`src/rtl/lrns_pkg.sv`:
```
// Package for the log ring newest-record scan block.
// Holds the sizes, CRC-16/Modbus constants, sequencer types and the byte CRC function.
// Depends on nothing; used by lrns_crc_unit and log_ring_newest_record_scan_unit.
`default_nettype none

package lrns_pkg;

	localparam int MAX_SLOTS  = 512;
	localparam int SLOT_W     = $clog2(MAX_SLOTS);
	localparam int CNT_W      = SLOT_W + 1;
	localparam int MOD_W      = 2 * CNT_W - 1;
	localparam int REC_BYTES  = 28;
	localparam int REC_W      = 8 * REC_BYTES;
	localparam int BYTE_CNT_W = $clog2(REC_BYTES);
	localparam int MOD_CNT_W  = $clog2(CNT_W);

	localparam logic [15:0] CRC_INIT = 16'hFFFF;
	localparam logic [15:0] CRC_POLY = 16'hA001;
	localparam logic [15:0] SEQ_HALF = 16'h8000;

	localparam logic [CNT_W-1:0] SLOTS_RESET = CNT_W'(128);

	typedef enum logic {
		CFG_MAGIC = 1'b0,
		CFG_SLOTS = 1'b1
	} cfg_reg_t;

	typedef enum logic [2:0] {
		ST_IDLE,
		ST_CRC,
		ST_CHECK,
		ST_MOD,
		ST_EMIT
	} state_t;

	typedef struct packed {
		logic init;
		logic en;
	} crc_ctl_t;

	function automatic logic [15:0] crc_byte(input logic [15:0] crc_in, input logic [7:0] b);
		logic [15:0] c;
		c = crc_in ^ {8'h00, b};
		for (int k = 0; k < 8; k++) begin
			c = c[0] ? ((c >> 1) ^ CRC_POLY) : (c >> 1);
		end
		return c;
	endfunction

endpackage

`default_nettype wire

```
`src/rtl/lrns_crc_unit.sv`:
```
// Byte-serial CRC-16/Modbus accumulator for the newest-record scan.
// Depends on lrns_pkg for the byte update function and the control struct.
`default_nettype none

module lrns_crc_unit import lrns_pkg::*; (
	input  wire logic     clk,
	input  wire logic     arst_n,
	input  wire crc_ctl_t ctl,
	input  wire logic [7:0] data_byte,
	output logic [15:0]   crc
);

	logic [15:0] crc_q;

	always_ff @(posedge clk or negedge arst_n) begin
		if (!arst_n) begin
			crc_q <= CRC_INIT;
		end else if (ctl.init) begin
			crc_q <= CRC_INIT;
		end else if (ctl.en) begin
			crc_q <= crc_byte(crc_q, data_byte);
		end
	end

	assign crc = crc_q;

endmodule

`default_nettype wire

```
`src/rtl/log_ring_newest_record_scan_unit.sv`:
```
// Top level of the log ring newest-record scan block.
// Depends on lrns_pkg and instantiates lrns_crc_unit.
// Holds the configuration registers, the scan sequencer and the result registers.
`default_nettype none

// One record is taken per transfer on start while busy is low, in slot order.
// The CRC unit then folds in its bytes one at a time, and a check state makes
// the magic, CRC and sequence checks; a new record is taken only once busy is
// low again. The record in the last slot adds a remainder state, in which a
// one-bit-per-cycle remainder step forms the next write slot, and an emit
// state, after which the result appears on found, newest_seq, newest_slot and
// next_slot with done high for exactly one cycle. The receiver cannot stall,
// so the result must be captured in that cycle. Configuration writes take
// effect at once and should be made only while busy is low.
module log_ring_newest_record_scan_unit import lrns_pkg::*; (
	input  wire logic        clk,
	input  wire logic        arst_n,
	input  wire logic        cfg_wen,
	input  wire logic        cfg_index,
	input  wire logic [15:0] cfg_data,
	input  wire logic        start,
	output logic             busy,
	input  wire logic [15:0] stored_magic,
	input  wire logic [15:0] record_kind,
	input  wire logic [15:0] record_seq,
	input  wire logic [15:0] stored_crc,
	input  wire logic [31:0] data_word_0,
	input  wire logic [31:0] data_word_1,
	input  wire logic [31:0] data_word_2,
	input  wire logic [31:0] data_word_3,
	input  wire logic [31:0] data_word_4,
	input  wire logic [31:0] data_word_5,
	output logic             done,
	output logic             found,
	output logic [15:0]      newest_seq,
	output logic [SLOT_W-1:0] newest_slot,
	output logic [SLOT_W-1:0] next_slot
);

	localparam logic [BYTE_CNT_W-1:0] LAST_BYTE = BYTE_CNT_W'(REC_BYTES - 1);
	localparam logic [MOD_CNT_W-1:0]  MOD_TOP   = MOD_CNT_W'(CNT_W - 1);

	state_t state_q, state_d;

	logic [15:0]           record_magic_q;
	logic [CNT_W-1:0]      ring_slots_q;
	logic [REC_W-1:0]      rec_q;
	logic [15:0]           magic_q;
	logic [15:0]           scrc_q;
	logic [15:0]           seq_q;
	logic [BYTE_CNT_W-1:0] byte_cnt_q;
	logic [MOD_CNT_W-1:0]  mod_cnt_q;
	logic [CNT_W-1:0]      rem_q;
	logic [SLOT_W-1:0]     slot_cnt_q;
	logic                  have_best_q;
	logic [15:0]           best_seq_q;
	logic [SLOT_W-1:0]     best_slot_q;
	logic                  done_q;
	logic                  found_q;
	logic [15:0]           newest_seq_q;
	logic [SLOT_W-1:0]     newest_slot_q;
	logic [SLOT_W-1:0]     next_slot_q;

	crc_ctl_t          crc_ctl;
	logic [15:0]       crc_val;
	logic              accept;
	logic [CNT_W-1:0]  slot_n;
	logic [15:0]       seq_diff;
	logic              rec_ok;
	logic              take_rec;
	logic              new_have;
	logic [15:0]       new_seq;
	logic [SLOT_W-1:0] new_slot;
	logic              last_slot;
	logic [MOD_W-1:0]  div_shift;
	logic [CNT_W-1:0]  rem_next;

	lrns_crc_unit u_crc (
		.clk       (clk),
		.arst_n    (arst_n),
		.ctl       (crc_ctl),
		.data_byte (rec_q[7:0]),
		.crc       (crc_val)
	);

	assign accept = start && (state_q == ST_IDLE);
	assign busy   = (state_q != ST_IDLE);

	always_comb begin
		if (ring_slots_q == '0) begin
			slot_n = CNT_W'(1);
		end else if (ring_slots_q > CNT_W'(MAX_SLOTS)) begin
			slot_n = CNT_W'(MAX_SLOTS);
		end else begin
			slot_n = ring_slots_q;
		end
	end

	assign seq_diff  = seq_q - best_seq_q;
	assign rec_ok    = (magic_q == record_magic_q) && (crc_val == scrc_q);
	assign take_rec  = rec_ok && (!have_best_q || ((seq_diff != '0) && (seq_diff < SEQ_HALF)));
	assign new_have  = have_best_q || rec_ok;
	assign new_seq   = take_rec ? seq_q : best_seq_q;
	assign new_slot  = take_rec ? slot_cnt_q : best_slot_q;
	assign last_slot = ({1'b0, slot_cnt_q} + CNT_W'(1)) >= slot_n;

	assign div_shift = MOD_W'(slot_n) << mod_cnt_q;
	assign rem_next  = (MOD_W'(rem_q) >= div_shift) ? (rem_q - div_shift[CNT_W-1:0]) : rem_q;

	always_comb begin
		state_d      = state_q;
		crc_ctl.init = 1'b0;
		crc_ctl.en   = 1'b0;
		unique case (state_q)
			ST_IDLE: begin
				if (start) begin
					crc_ctl.init = 1'b1;
					state_d      = ST_CRC;
				end
			end
			ST_CRC: begin
				crc_ctl.en = 1'b1;
				if (byte_cnt_q == LAST_BYTE) begin
					state_d = ST_CHECK;
				end
			end
			ST_CHECK: begin
				state_d = last_slot ? ST_MOD : ST_IDLE;
			end
			ST_MOD: begin
				if (mod_cnt_q == '0) begin
					state_d = ST_EMIT;
				end
			end
			ST_EMIT: begin
				state_d = ST_IDLE;
			end
			default: begin
				state_d = ST_IDLE;
			end
		endcase
	end

	always_ff @(posedge clk or negedge arst_n) begin
		if (!arst_n) begin
			state_q <= ST_IDLE;
		end else begin
			state_q <= state_d;
		end
	end

	always_ff @(posedge clk or negedge arst_n) begin
		if (!arst_n) begin
			record_magic_q <= '0;
			ring_slots_q   <= SLOTS_RESET;
		end else if (cfg_wen) begin
			unique case (cfg_reg_t'(cfg_index))
				CFG_MAGIC: record_magic_q <= cfg_data;
				CFG_SLOTS: ring_slots_q   <= cfg_data[CNT_W-1:0];
				default:   record_magic_q <= record_magic_q;
			endcase
		end
	end

	always_ff @(posedge clk) begin
		if (accept) begin
			rec_q   <= {data_word_5, data_word_4, data_word_3, data_word_2,
				data_word_1, data_word_0, record_seq, record_kind};
			magic_q <= stored_magic;
			scrc_q  <= stored_crc;
			seq_q   <= record_seq;
		end else if (state_q == ST_CRC) begin
			rec_q <= rec_q >> 8;
		end
		if (state_q == ST_CHECK) begin
			rem_q <= {1'b0, new_slot} + CNT_W'(1);
		end else if (state_q == ST_MOD) begin
			rem_q <= rem_next;
		end
	end

	always_ff @(posedge clk or negedge arst_n) begin
		if (!arst_n) begin
			byte_cnt_q  <= '0;
			mod_cnt_q   <= '0;
			slot_cnt_q  <= '0;
			have_best_q <= 1'b0;
			best_seq_q  <= '0;
			best_slot_q <= '0;
		end else begin
			unique case (state_q)
				ST_IDLE: begin
					byte_cnt_q <= '0;
				end
				ST_CRC: begin
					byte_cnt_q <= byte_cnt_q + BYTE_CNT_W'(1);
				end
				ST_CHECK: begin
					have_best_q <= new_have;
					best_seq_q  <= new_seq;
					best_slot_q <= new_slot;
					mod_cnt_q   <= MOD_TOP;
					if (!last_slot) begin
						slot_cnt_q <= slot_cnt_q + SLOT_W'(1);
					end
				end
				ST_MOD: begin
					mod_cnt_q <= mod_cnt_q - MOD_CNT_W'(1);
				end
				ST_EMIT: begin
					slot_cnt_q  <= '0;
					have_best_q <= 1'b0;
					best_seq_q  <= '0;
					best_slot_q <= '0;
				end
				default: begin
					byte_cnt_q <= '0;
				end
			endcase
		end
	end

	always_ff @(posedge clk or negedge arst_n) begin
		if (!arst_n) begin
			done_q <= 1'b0;
		end else begin
			done_q <= (state_q == ST_EMIT);
		end
	end

	always_ff @(posedge clk) begin
		if (state_q == ST_EMIT) begin
			found_q       <= have_best_q;
			newest_seq_q  <= have_best_q ? best_seq_q : '0;
			newest_slot_q <= have_best_q ? best_slot_q : '0;
			next_slot_q   <= have_best_q ? rem_q[SLOT_W-1:0] : '0;
		end
	end

	assign done        = done_q;
	assign found       = found_q;
	assign newest_seq  = newest_seq_q;
	assign newest_slot = newest_slot_q;
	assign next_slot   = next_slot_q;

	a_done_after_emit: assert property (@(posedge clk) disable iff (!arst_n)
		done_q |-> $past(state_q == ST_EMIT))
		else $error("result strobe without a preceding emit cycle");

	a_accept_starts_crc: assert property (@(posedge clk) disable iff (!arst_n)
		accept |=> (state_q == ST_CRC) && (byte_cnt_q == '0))
		else $error("accepted record did not start the CRC pass");

	a_idle_on_result: assert property (@(posedge clk) disable iff (!arst_n)
		done_q |-> (state_q == ST_IDLE))
		else $error("result shown while the block is still busy");

	a_empty_result_zero: assert property (@(posedge clk) disable iff (!arst_n)
		(done_q && !found_q) |-> (newest_seq_q == '0) && (newest_slot_q == '0)
			&& (next_slot_q == '0))
		else $error("result without a valid record is not all zero");

	a_remainder_reduced: assert property (@(posedge clk) disable iff (!arst_n)
		(state_q == ST_EMIT) |-> (rem_q < slot_n))
		else $error("next slot remainder not fully reduced");

endmodule

`default_nettype wire
```
`config.mk`:
```
export PLATFORM = sky130hd
export DESIGN_NAME = log_ring_newest_record_scan_unit
export DESIGN_NICKNAME = d
export VERILOG_FILES = /design/src/rtl/lrns_pkg.sv /design/src/rtl/lrns_crc_unit.sv /design/src/rtl/log_ring_newest_record_scan_unit.sv
export SDC_FILE = /design/constraint.sdc
export NUM_CORES = 1
export LEC_CHECK = 0
export BUFFER_PORTS_ARGS = -buffer_cell sky130_fd_sc_hd__buf_4
export CORE_ASPECT_RATIO = 0.5
export CORE_MARGIN = 1
export CORE_UTILIZATION = 57
export CTS_CLUSTER_SIZE = 12
export DETAILED_ROUTE_END_ITERATION = 16
export PLACE_DENSITY = 0.81
export REMOVE_ABC_BUFFERS = 1
export SKIP_CTS_REPAIR_TIMING = 1
export SLEW_MARGIN = 10
export SYNTH_ARGS = -nofsm -noshare
export SYNTH_HDL_FRONTEND = slang
export SYNTH_SLANG_ARGS = --single-unit
export TNS_END_PERCENT = 30
```
`constraint.sdc`:
```
create_clock -name clk -period 8.6 [get_ports clk]
set_input_delay 0.43 -clock clk [delete_from_list [all_inputs] [get_ports clk]]
set_output_delay 0.43 -clock clk [all_outputs]
set_load 0.01 [all_outputs]
```
==> impl_results.md, run 1 <==
* Main area contributors after synthesis: edfxtp_1 50%, mux2_2 14%, dfrtp_1 9.6%
* Remaining antenna violation count at 0
* Routed vias at 12,100
* Post-synth EDFFs at 317
* Largest delay contributor family on the critical path: buffers and inverters
* Drt first pass iters at 13
* Count leader, synth: edfxtp_1
* Top cells by count, synth: 317 x edfxtp_1, 246 x mux2_2, 104 x nand2_1
* CP Capture Type: register
* Design area at 23,100 um2
* Worst path most repeated cell: buf_4
* Critical-path cell list: nor3_2 > buf_4 > and2_4 > buf_12 > buf_4 > mux2_2
* Pwr/cell area at 297 nW/um2
* Sink Count at 407
* Final min period at 3970 ps
* Clk slew on worst S/H paths at 60 ps
* Clk_skew at 15.2 ps
* Port bufs at 313
* WP data arrival at 4260 ps
* Most used DFF post-synth: edfxtp_1
* Required time of the critical path at 8880 ps
* Gpl congestion at 0.923
* Period Utilization, post-route at 46.2%
* Post-Syn Area at 19,100 um2
* Post-synthesis sequential area ratio at 61.7%
* Slowest CP cell: buf_4
* Final setup TNS at 0 ps
* Status: finished, violations left
* Largest net degree at the start of global routing at 185
* Post-Place Cells at 2,074
* Maxcap violations at 0
* CTS max path bufs at 3
* WL/cell at 19.5 um
* CTS Buf Count at 40
* Initial antenna violation count at 0
* Die width at 261 um
* H-tree levels at 2
* Register bit total from synthesis at 407
* Number of global-route vias before repair at 12,500
* Critical path type: reg2reg
* Synth top area share at 49.8%
* Count of final setup violators at 0
* GR Util All Layers at 24.5%
* Hold Vio Cnt, Final at 0
* Failing checks: design-rule violations
* First-pass GRT wire length at 65,500 um
* HP Class: in2reg
* Root buffer cell: clkbuf_16
* RSZ-0062 raised after global routing: no
* CP startpoint kind: register
* Worst vdd ir at 0.208 mV
* Slowest stage delay, CP at 880 ps
* DRC at 1
* Initial core utilization at 59.1%
* IO Count at 314
* Mean Syn Cell Area at 13.8 um2
* Die Footprint at 34,300 um2
* CTS tree: built
* Fmax at 0.252 GHz
* FFs w/ async S/R, synth at 22.1%
* Dpl cell area at 21,900 um2
* Hpwl dp at 29,500 um
* # rows at 46
* Max-slew violation count at 0
* Yosys Warn Count at 0
* Core area at 32,300 um2
* Dominant cell type by area after synthesis: edfxtp_1
* Slew @ Worst Pin at 1180 ps
* # diodes at 0
* Die Ht at 131 um
* Nets at 2,001
* WL final at 41,800 um
* Share of cells above drive strength 1 at 38.2%
* Routed vias/inst at 5.65
* 1st-iter DRT viols at 911
* Area delta synth->final at 20.7%
* Synth unique cells at 76
* Lkg Pwr at 9.20 nW
* Post-synthesis cell count at 1,384
* Remaining Overflow, GRT at 0
* CP Buf/Inv Count at 3
* Max_slew headroom at 21.1%
* Max FO, Critical Path at 184
* Finished Layout Cells at 2,148
* Clk Latency, worst-skew pair at 540 ps
[layout by cell type (no fill, tap or decap), types with 40 or more instances in the layout]
cell / count
xnor2_1: 67
buf_4: 322
dfrtp_1: 73
a21oi_1: 40
nand2_1: 104
o21ai_0: 44
nor2_1: 46
mux2_2: 246
clkbuf_16: 41
edfxtp_1: 317
[kinds of logic (layout without fill, tap and decap cells)]
logic type	count (synthesis)	in the layout	synth area share, %
adder cells (fa/ha/maj)	39	39	2.63
AO/OA/AOI/OAI	190	190	6.74
multiplexers	259	259	15.2
XOR/XNOR	80	80	3.67
AND/OR/NAND/NOR	306	306	7.95
buffers and inverters	103	435	2.07
flip-flops	407	407	61.7
[power breakdown]
part	leakage, nW	switching [mW]	internal (mW)
clock	0.565	0.733	0.900
combinational	4.20	0.863	0.989
sequential	4.44	0.288	3.07
total	9.20	1.88	4.96
[stage by stage]
step	total power, mW	utilization, %	hold slack [ps]	setup WS (ps)
finish	6.85	71.3	66.1	4630
global route	7.20	71.3	38.5	4260
CTS	6.90	71.3	-251	4290
detailed placement	5.25	67.6	322	4320
global placement	5.11	67.6	319	4400
floorplan	4.84	-	134	-4480
[cell type report]
type	count	area, um2
inverters	38	143
clock buffers	68	1130
well taps	432	541
fillers	2185	9280
clock inverters	5	63.8
multi-input cells	874	6950
flip-flops and latches	407	11800
repair buffers	324	2450
[final timing paths]
path                                    start                 end  slack [ps]  cells past startpoint
max in group asynchronous              arst_n  record_magic_q[13]        7050                      3
min in group asynchronous              arst_n     ring_slots_q[3]         310                      2
worst min register to register       seq_q[4]       best_seq_q[4]         490                      2
worst max register to register     state_q[0]          rec_q[169]        4630                      6
worst max-delay path               state_q[0]          rec_q[169]        4630                      6
worst min-delay path            stored_crc[2]           scrc_q[2]          70                      1
[routing by layer]
layer  GRT usage, %  vias to the layer above  wire, um
met4           7.40                        0      1110
met5              0                        -         0
met2           42.5                      344     21700
met1           29.7                     5973     16300
met3           6.54                       84      2660
li1               -                     5732         -
[state kept, by name (all words and copies together) (netlist names), 3 cells and up]
register,count
u_crc.crc,16
best_slot_q,9
byte_cnt_q,5
rec_q,224
state_q,3
seq_q,16
next_slot,9
rem_q,10
record_magic_q,16
newest_seq,16
slot_cnt_q,9
mod_cnt_q,4
ring_slots_q,10
best_seq_q,16
magic_q,16
scrc_q,16
newest_slot,9
(Power assumes the default switching activity.)
==> run 2: changes to the inputs <==
==> constraint.sdc (replaced) <==
create_clock -name clk -period 3.7 [get_ports clk]
set_input_delay 0.185 -clock clk [delete_from_list [all_inputs] [get_ports clk]]
set_output_delay 0.185 -clock clk [all_outputs]
set_load 0.01 [all_outputs]
==> run 2 against run 1 <==
  * The flow still finishes with violations (design-rule violations)
  * Routed wire length up 34%
  * Combinational power rose to 2.7 times the previous value
  * Cell count grew 14%
  * Sequential cell count stayed put
  * Clock skew grew 7.8 ps
  * Sequential share of layout area shrank 5.9 points
  * Utilization up 9.2 points
  * Global-route usage rose by 0.76 points
  * Die area stayed put
  * Worst hold slack worse by 25 ps
  * Sequential power up 140%
  * Fmax increased by 13%
  * Critical endpoint is now rem_q[3]
==> impl_results.md, run 2 (synthesis results as in run 1) <==
* Status: finished, violations left
* Failing checks: design-rule violations
* DRC at 1 (unchanged)
* CTS max path bufs at 3 (unchanged)
* Maxcap violations at 0 (unchanged)
* Required time of the critical path at 3940 ps (-4940 ps)
* Worst vdd ir at 0.494 mV (+140%)
* Most Crowded Layer GR: met2
* GR met2 Demand/Resource at 44.1% (+1.7 points)
* Final min period at 3500 ps (-472 ps)
* Root buffer cell: clkbuf_16
* CTS tree: built
* CTS Buf Count at 40 (unchanged)
* Clk Latency, worst-skew pair at 540 ps (about the same)
* Routed vias at 14,200 (+17%)
* Largest delay contributor family on the critical path: compound AO/OA/AOI/OAI gates
* Biggest register: rec_q
* Clk_skew at 23.0 ps (+7.79 ps)
* Reg area at 11,800 um2 (unchanged)
* Port bufs at 313 (unchanged)
* Core area at 32,300 um2 (unchanged)
* Die Ht at 131 um (unchanged)
* Max_slew headroom at 41.3% (+20 points)
* Slowest stage delay, CP at 690 ps (-190 ps)
* Max-slew violation count at 0 (unchanged)
* Tot Pwr at 16.9 mW (+150%)
* CP Capture Type: register
* H-tree levels at 2 (unchanged)
* Max FO, Critical Path at 15 (-92%)
* Grt met1 use at 30.9% (+1.2 points)
* Period Utilization, post-route at 94.6% (+48 points)
* Die width at 261 um (unchanged)
* WL/cell at 23.0 um (+18%)
* HP Class: in2reg
* Worst path most repeated cell: nor3_1
* IO Count at 314 (unchanged)
* Pwr/cell area at 648 nW/um2 (+120%)
* Multi-input gate area at 7000 um2 (+0.76%)
* Hold Vio Cnt, Final at 0 (unchanged)
* GR Util All Layers at 25.2% (+0.76 points)
* Initial core utilization at 59.1% (unchanged)
* Commonest cells after routing, fill and taps aside: 342 x buf_4, 317 x edfxtp_1, 272 x dlygate4sd3_1
* Slowest CP cell: dfrtp_1
* CP startpoint kind: register
* WL final at 56,200 um (+34%)
* Hpwl dp at 30,600 um (+3.9%)
* Sink Count at 407 (unchanged)
* First-pass GRT wire length at 67,800 um (+3.6%)
* Remaining antenna violation count at 0 (unchanged)
* Area delta synth->final at 36.3%
* Fillcell total at 1,642 (-25%)
* Count of final setup violators at 0 (unchanged)
* Nets at 2,298 (+15%)
* Share of cells above drive strength 1 at 34.1% (-4.0 points)
* WP data arrival at 3740 ps (-520 ps)
* Max reg flops at 224 (unchanged)
* Most common cell after layout, fill and taps aside: buf_4
* Design area at 26,100 um2 (+13%)
* Fmax at 0.286 GHz (+13%)
* Met3 Use GR at 5.83% (-0.71 points)
* Critical path type: reg2reg
* # rows at 46 (unchanged)
* Hold_ws at 40.9 ps (-25.2 ps)
* Dpl cell area at 22,100 um2 (+1.0%)
* Routed vias/inst at 5.79 (+2.4%)
* Drt first pass iters at 13 (unchanged)
* Clk slew on worst S/H paths at 60 ps (about the same)
* Critical-path cell list: mux2i_1 > a211oi_1 > mux2_2 > nand2b_1 > ha_1 > nor3_1 > a211oi_2 > a31o_2 > a21oi_1 > nor3_1 > buf_4
* Remaining Overflow, GRT at 0 (unchanged)
* Die Footprint at 34,300 um2 (unchanged)
* Post-layout util at 80.5% (+9.2 points)
* CP Buf/Inv Count at 1 (-2)
* Initial antenna violation count at 8 (+8)
* 1st-iter DRT viols at 1,346 (+48%)
* Largest net degree at the start of global routing at 143 (-23%)
* Slew @ Worst Pin at 880 ps (-303 ps)
* Gpl congestion at 0.888 (-3.9%)
* Number of global-route vias before repair at 12,900 (+3.8%)
* Lkg Pwr at 10.5 nW (+14%)
-- run 2: cell types whose count changed in the layout (fill, tap and decap cells not counted), moves of 2 or more --
cell | previous run | this run
a211oi_1 | 7 | 5
a211oi_2 | 0 | 2
diode_2 | 0 | 8
buf_4 | 322 | 342
nor4_2 | 0 | 2
nor4_1 | 6 | 4
clkbuf_1 | 27 | 20
inv_6 | 0 | 2
buf_12 | 1 | 6
dlygate4sd3_1 | 1 | 272
-- run 2: worst register-to-register path: stages, from the launching register on --
cell	delay, ps
dfrtp_1	690
mux2i_1	190
a211oi_1	530
mux2_2	280
nand2b_1	100
ha_1	370
nor3_1	80
a211oi_2	280
a31o_2	220
a21oi_1	60
nor3_1	180
buf_4	210
-- run 2: area by class of cell --
| class | instances | share of cell area, % |
|---|---|---|
| inverter | 38 | 0.547 |
| clock buffer | 61 | 4.23 |
| timing repair buffer | 621 | 20.8 |
| tap | 432 | 2.07 |
| antenna | 8 | 0.0768 |
| sequential | 407 | 45.3 |
| multi-input combinational | 874 | 26.9 |
| clock inverter | 5 | 0.130 |
-- run 2: final timing paths --
kind | startpoint | end | slack (ps) | cells past startpoint
worst max-delay path | mod_cnt_q[0] | rem_q[3] | 200 | 11
worst min-delay path | data_word_1[13] | rec_q[77] | 40 | 2
worst max register to register | mod_cnt_q[0] | rem_q[3] | 200 | 11
worst min register to register | seq_q[5] | best_seq_q[5] | 500 | 2
max in group asynchronous | arst_n | best_seq_q[7] | 2470 | 3
min in group asynchronous | arst_n | record_magic_q[12] | 300 | 2
-- run 2: report_power, final --
part | internal, mW | switching (mW)
Combinational | 2.60 | 2.46
Sequential | 7.15 | 0.826
Clock | 2.05 | 1.81
Total | 11.8 | 5.09
-- run 2: layer usage --
layer  routed length (um)  part of all wire (%)  vias to the layer above
li1                     -                     -                     6343
met2                30100                    54                      674
met4                 1960                   3.5                        0
met3                 3560                   6.3                      148
met5                    0                     0                        -
met1                20500                    37                     6986
-- run 2: stage by stage --
step | setup slack, ps | TNS [ps] | cells
global placement | 120 | 0 | 2095
CTS | 61.6 | 0 | 2161
global route | -20.7 | -65.7 | 2446
detailed placement | 70.8 | 0 | 2095
finish | 198 | 0 | 2446
floorplan | -9380 | -3346240 | 1319
